--- config.mk ---
export PLATFORM = sky130hd
export DESIGN_NAME = ofn_div
export DESIGN_NICKNAME = d
export VERILOG_FILES = /design/src/ofn_pkg.sv /design/src/ofn_div.sv
export SDC_FILE = /design/constraint.sdc
export NUM_CORES = 2
export LEC_CHECK = 0
export BUFFER_PORTS_ARGS = -buffer_cell sky130_fd_sc_hd__buf_2
export CORE_UTILIZATION = 60
export DETAILED_ROUTE_END_ITERATION = 8
export GPL_ROUTABILITY_DRIVEN = 0
export PLACE_DENSITY = 0.81
export RECOVER_POWER = 100
export REMOVE_ABC_BUFFERS = 1
export SYNTH_ARGS = -nofsm -noshare
export SYNTH_HDL_FRONTEND = slang
export SYNTH_SLANG_ARGS = --single-unit
--- constraint.sdc ---
create_clock -name clk -period 7.4 [get_ports clk]
set_clock_uncertainty 0.1 [all_clocks]
set_input_delay 0.37 -clock clk [delete_from_list [all_inputs] [get_ports clk]]
set_output_delay 0.37 -clock clk [all_outputs]
set_load 0.005 [all_outputs]
--- src/ofn_pkg.sv ---
// Shared constants, types and helper functions for the opening angle function.
`timescale 1ns / 1ps
package ofn_pkg;

  localparam int ANG_W  = 15;  // Q2.13 angle and opening width
  localparam int EXP_W  = 16;  // Q4.12 exponent width
  localparam int FRAC_W = 16;  // fraction bits of a Q16.16 exponent
  localparam int ADDR_W = 5;
  localparam int DATA_W = 32;
  localparam int TDATA_W = 16;

  localparam logic [32:0] ONE_Q32   = 33'h1_0000_0000;
  localparam logic [30:0] LOG2E_Q30 = 31'd1549082005;

  // configuration register indexes
  typedef enum logic [2:0] {
    REG_LOW_ANGLE    = 3'd0,
    REG_MID_ANGLE    = 3'd1,
    REG_HIGH_ANGLE   = 3'd2,
    REG_LOW_OPENING  = 3'd3,
    REG_MID_OPENING  = 3'd4,
    REG_HIGH_OPENING = 3'd5,
    REG_LOW_EXP      = 3'd6,
    REG_HIGH_EXP     = 3'd7
  } reg_idx_t;

  // per-item flags that ride along the pipeline
  typedef struct packed {
    logic             bypass;   // result is a constant opening
    logic [ANG_W-1:0] byp_val;
    logic             hi;       // angle above the middle threshold
    logic             xzero;    // normalized distance is zero
    logic             kzero;    // blend base is zero
    logic             kone;     // blend base is one
  } side_t;

  typedef logic [31:0] root_tab_t [FRAC_W];

  // floor square root of a 64-bit value
  function automatic logic [63:0] isqrt64(input logic [63:0] n_in);
    logic [63:0] n;
    logic [63:0] r;
    logic [63:0] b;
    n = n_in;
    r = '0;
    for (int k = 31; k >= 0; k--) begin
      b = 64'd1 << (2 * k);
      if (n >= r + b) begin
        n = n - (r + b);
        r = (r >> 1) + b;
      end else begin
        r = r >> 1;
      end
    end
    return r;
  endfunction

  // 2^(-2^-(i+1)) in Q0.32, by repeated square roots of one half
  function automatic root_tab_t build_roots();
    root_tab_t tab;
    logic [63:0] s;
    s = isqrt64(64'h8000_0000_0000_0000);
    tab[0] = s[31:0];
    for (int i = 1; i < FRAC_W; i++) begin
      s = isqrt64({tab[i-1], 32'b0});
      tab[i] = s[31:0];
    end
    return tab;
  endfunction

  localparam root_tab_t ROOT_TAB = build_roots();

  // rounded product by log2(e), Q16.16 result
  function automatic logic [32:0] mul_log2e(input logic [31:0] p);
    logic [63:0] prod;
    prod = {32'b0, p} * {33'b0, LOG2E_Q30} + 64'h2000_0000;
    return prod[62:30];
  endfunction

endpackage

--- src/ofn_div.sv ---
// Pipelined restoring divider, one quotient bit per stage.
`timescale 1ns / 1ps
module ofn_div import ofn_pkg::*; #(
  parameter int NW = 32,
  parameter int DW = 16,
  parameter int SW = 1
) (
  input  logic          clk,
  input  logic          rst_n,
  input  logic          en,
  input  logic          in_valid,
  input  logic [NW-1:0] in_num,
  input  logic [DW-1:0] in_den,
  input  logic [SW-1:0] in_side,
  output logic          out_valid,
  output logic [NW-1:0] out_quo,
  output logic [SW-1:0] out_side
);

  logic          vld_r [NW];
  logic [NW-1:0] num_r [NW];
  logic [DW-1:0] den_r [NW];
  logic [DW-1:0] rem_r [NW];
  logic [NW-1:0] quo_r [NW];
  logic [SW-1:0] sd_r  [NW];

  logic          pv   [NW];
  logic [NW-1:0] pnum [NW];
  logic [DW-1:0] pden [NW];
  logic [DW-1:0] prem [NW];
  logic [NW-1:0] pquo [NW];
  logic [SW-1:0] psd  [NW];

  for (genvar j = 0; j < NW; j++) begin : g_st
    logic [DW:0]   cand;
    logic          ge;
    logic [DW:0]   diff;
    logic [DW-1:0] rem_n;

    // stage inputs
    if (j == 0) begin : g_first
      assign pv[j]   = in_valid;
      assign pnum[j] = in_num;
      assign pden[j] = in_den;
      assign prem[j] = '0;
      assign pquo[j] = '0;
      assign psd[j]  = in_side;
    end else begin : g_next
      assign pv[j]   = vld_r[j-1];
      assign pnum[j] = num_r[j-1];
      assign pden[j] = den_r[j-1];
      assign prem[j] = rem_r[j-1];
      assign pquo[j] = quo_r[j-1];
      assign psd[j]  = sd_r[j-1];
    end

    // shift in one dividend bit, subtract when it fits
    always_comb begin
      cand  = {prem[j], pnum[j][NW-1]};
      ge    = cand >= {1'b0, pden[j]};
      diff  = cand - {1'b0, pden[j]};
      rem_n = ge ? diff[DW-1:0] : cand[DW-1:0];
    end

    always_ff @(posedge clk) begin
      if (!rst_n) begin
        vld_r[j] <= 1'b0;
      end else if (en) begin
        vld_r[j] <= pv[j];
      end
      if (en) begin
        num_r[j] <= pnum[j] << 1;
        den_r[j] <= pden[j];
        rem_r[j] <= rem_n;
        quo_r[j] <= {pquo[j][NW-2:0], ge};
        sd_r[j]  <= psd[j];
      end
    end
  end

  assign out_valid = vld_r[NW-1];
  assign out_quo   = quo_r[NW-1];
  assign out_side  = sd_r[NW-1];

endmodule

==> Yosys cells after proc, flatten, opt, wreduce, memory -nomap -nowiden <==
Memories as Yosys holds them, arrays and structs flattened.
Index checks and enable logic that the tools add are counted.
{ "word_totals": {"out_inout_bits": 34, "ram_bits": 3104, "elab_cells": 171, "reg_bits": 0, "input_bits": 53, "n_memories": 6} }
{ "classes": {"n_bitwise": 32, "addsub": 32, "mux": 69, "order_cmp": 32} }
{ "memory_table": {"columns": ["name", "words", "width", "read_ports", "rd_clocked_by_memory_dff", "write_ports", "line", "text"], "rows": [
  ["quo_r", 32, 32, 32, 0, 32, "ofn_div.sv:24", "logic [NW-1:0] quo_r [NW];"],
  ["num_r", 32, 31, 31, 0, 32, "ofn_div.sv:21", "logic [NW-1:0] num_r [NW];"],
  ["den_r", 32, 16, 31, 0, 32, "ofn_div.sv:22", "logic [DW-1:0] den_r [NW];"],
  ["rem_r", 32, 16, 31, 0, 32, "ofn_div.sv:23", "logic [DW-1:0] rem_r [NW];"],
  ["sd_r", 32, 1, 32, 0, 32, "ofn_div.sv:25", "logic [SW-1:0] sd_r [NW];"],
  ["vld_r", 32, 1, 32, 0, 32, "ofn_div.sv:20", "logic vld_r [NW];"]
]} }
{ "ops": {"columns": ["operator", "count"], "rows": [
  [">= comparator 17 x 16 -> 1 bit", 31],
  ["two-way mux 16 bit", 32],
  ["subtractor 16 bit", 31],
  ["two-way mux 1 bit", 37],
  ["OR 1 bit", 32],
  [">= comparator 1 x 16 -> 1 bit", 1],
  ["subtractor 1 x 16 -> 16 bit", 1]
]} }

==> Depth between registers and ports, before layout <==
{ "depth": {"ltp_word": 4, "depth_mapped": 13, "depth_no_buf": 11} }

==> Least setup slack after synthesis <==
OpenSTA, ideal clock, no wires.
{ "synth_path": {"kind": "reg2reg", "start": "memory den_r[6][1]", "end": "memory rem_r[7][10], data pin", "arrival_ns": 2.700, "t_required_ns": 7.040, "period_less_slack_ns": 3.060, "n_path_buf": 1, "slack_ns": 4.340, "path_stages_with_launch": 12, "setup_time_ns": 0.260, "path_cell_list": "edfxtp_1 inv_1 ha_1 nor2b_1 o31a_1 o21ai_0 a211oi_1 o2111ai_1 a21oi_1 nor4_4 buf_4 mux2_2"} }
{ "synth_rtl": {"columns": ["item", "line"], "rows": [
  ["start: declaration", "ofn_div.sv:22"],
  ["end: declaration", "ofn_div.sv:23"]
]} }

==> run metrics <==
status=finished, violations left; failing checks=max-capacitance violations, max-slew violations; Setup crit start kind=input port; Starting Density=60.65%; Post-Synthesis Cells=around 6300; antenna cells=0; vias post-DR=roughly 50000; Worst VDD drop=about 330 uV; Root Driver=clkbuf_16; DR pass1 iterations=8; sequential area share after synthesis=approximately two thirds; Cell Rows=~140; initial antenna violation count=0; Filler Cell Count=10109; # port buffers=86; Ys Warns=0; Die Area=~0.16 mm2; Chip Height=~390 um; Synth Area in Compound Gates=7.817%; CP required=7.73 ns; Least-Margin Pin Slew=approximately 3.7 ns; final cycle utilization of the critical path=between 70% and 80%; Crit Path Max Fanout=184; layout cells sized above 1=approximately a tenth; Synth Area per Inst=about 15 um2; pwr dens=~410 mW/mm2; post-synthesis mux area share=under 10%; WP data arrival=roughly 5.5 ns; core footprint=between 0.15 and 0.2 mm2; final hold violation count=0; shortest period the worst path allows=roughly 5.2 ns; Yosys cell types=86; hold_buf cts=52; Post-Synth Simple-Gate Area=~6.6%; slowest CP cell=clkbuf_2; TNS Setup=0 ns; routed length per instance=~19 um; final setup vio count=0; # nets final=a little over 7000; total chip power=roughly 42 mW; Synth Area in Adders=under 10%; Hold Crit Class=in2reg; vias in the first global route=just over 50000; Slew headroom=-149.4%; Routed WL=~170000 um; global-route wire length before repair=about 270000 um; # clock sinks=2080; EDFF count, synth=between 2000 and 2500; TritonCTS buffer count=between 200 and 250; die width=just under 400 um; Layout area overhead=10.88%; max-capacitance violation count=17; Synth Cell Area=roughly 0.093 mm2; Total GRT Usage=21.21%; DRT iter0 DRCs=3893; Setup Crit Path Kind=in2reg; H-tree depth=4; FFs w/ async S/R, synth=0%; Buf/Inv on CP=4; GR Overflow Total=0; CTS tree=built; largest family of logic cells by synthesized area=compound AO/OA/AOI/OAI gates; Clock Pin Slew Worst Setup and Hold Paths=~0.06 ns; Slew Viols, Final=643; largest net degree at the start of global routing=200; Detail Route Antenna Nets=0; max incr delay on CP=between 2 and 2.5 ns; f_max=192.1 MHz; commonest register cell after synthesis=edfxtp_1; CP delay by family, top=buffers and inverters; RSZ-0062 raised after global routing=no; postcts setup bufs=0; Longest Clk Path Bufs=3; FF+latch count, synth=~2100; DRC viols=0; CP endpoint kind=flop; post_cts resized=0; Leak=39.21 nW; detailed-placement wirelength estimate=109400 um; post-DR vias/cell=about 5.8; IO Count=87; Clk Latency, worst-skew pair=0.83 ns; worst-path cell chain=dlygate4sd3_1 > clkbuf_2 > clkbuf_1 > buf_12; post-synthesis xor/xnor area fraction=2.678%
==> cell usage in the layout (no fill, tap or decap), types with 92 or more instances in the layout <==
cell type  count
nor3_1       124
clkbuf_16    206
nand2_1      259
mux2_2       311
xnor2_1      190
edfxtp_1    2079
ha_1         498
nor2_1       320
nor2b_1      111
o21ai_0      252
xor2_1        93
a21oi_1      246
o21a_1        92
inv_1        620
==> path summary, 6_finish.rpt <==
path / cells past startpoint / from / end / slack (ns)
worst min register to register: 0 / num_r[5][27]$_DFFE_PP_ / num_r[6][28]$_DFFE_PP_ / 0.29
worst max register to register: 10 / den_r[3][1]$_DFFE_PP_ / rem_r[4][1]$_DFFE_PP_ / 2.21
worst max-delay path: 4 / en / quo_r[15][61]$_DFFE_PP_ / 2.19
worst min-delay path: 2 / in_num[20] / num_r[0][20]$_DFFE_PP_ / 0.15
==> worst register-to-register path: cells and delay by family (launching register included) <==
family,cells,cell delay [ns]
adders and majority gates,1,0.29
DFF,1,0.47
buffers and inverters,1,0.07
AOI/OAI and AO/OA,6,3.20
muxes,1,0.52
and+or+nand+nor,1,0.13
==> report_power, final <==
group          switching (mW)  internal, mW
Clock                    4.45          6.02
Sequential               1.16          16.0
Combinational            7.48          6.58
==> cell usage after synthesis, types with 35 or more instances <==
library cell  number  area share, %
a211oi_1          59           0.48
a21boi_0          40           0.32
a21o_1            76           0.62
a21oi_1          244            1.3
and3_1            47           0.32
clkbuf_1          35           0.14
edfxtp_1        2079             67
ha_1             498            6.7
inv_1            620            2.5
mux2_2           333            4.1
mux2i_1           77           0.83
nand2_1          259            1.1
nand2b_1          58           0.39
nand3_1           85           0.46
nand4_1           79           0.53
nor2_1           320            1.3
nor2b_1          111           0.75
nor3_1           122           0.66
nor4_1            41           0.28
o21a_1            92           0.75
o21ai_0          243            1.3
o31a_1            38           0.36
o31ai_1           40           0.32
or3_1             41           0.28
xnor2_1          190            1.8
xor2_1            93           0.88
==> stage by stage <==
stage | utilization, % | hold WS [ns] | cell area [um2] | instances | setup slack [ns]
floorplan | - | 0.3003 | 92170 | 6253 | 3.739
finish | 67.25 | 0.1507 | 102600 | 8826 | 2.194
global placement | 62.57 | 0.3001 | 95490 | 8394 | 3.705
detailed placement | 62.57 | 0.3045 | 95490 | 8394 | 3.672
global route | 67.25 | 0.1034 | 102600 | 8826 | 1.758
CTS | 67.39 | 0.07649 | 102800 | 8826 | 3.644
==> state kept, by name, summed over array words and instances (netlist names) <==
register	count
den_r	496
num_r	496
quo_r	528
rem_r	496
sd_r	32
vld_r	32
==> cells by family after synthesis <==
family,count (synthesis)
xor gates and xnor gates,283
DFF,2080
adders and majority gates,528
and+or+nand+nor,1236
buffers and inverters,697
AOI/OAI and AO/OA,1081
muxes,425
==> per-layer routing <==
metal / up-vias / share of wire (%) / GRT usage, %
li1: 24484 / - / -
met1: 24902 / 40 / 26.44
met2: 1552 / 50 / 36.72
met3: 457 / 4.9 / 3.299
met4: 0 / 4.3 / 9.164
met5: - / 0 / 0
==> area by class of cell <==
cell class,instances,area [um2],area share [%]
Sequential cell,2080,62450,60.85
Multi-Input combinational cell,3553,27290,26.59
Clock buffer,244,5298,5.162
Tap cell,2030,2540,2.475
Inverter,620,2327,2.267
Clock inverter,136,1536,1.497
Timing Repair Buffer,163,1189,1.158
(Power assumes the default switching activity.)
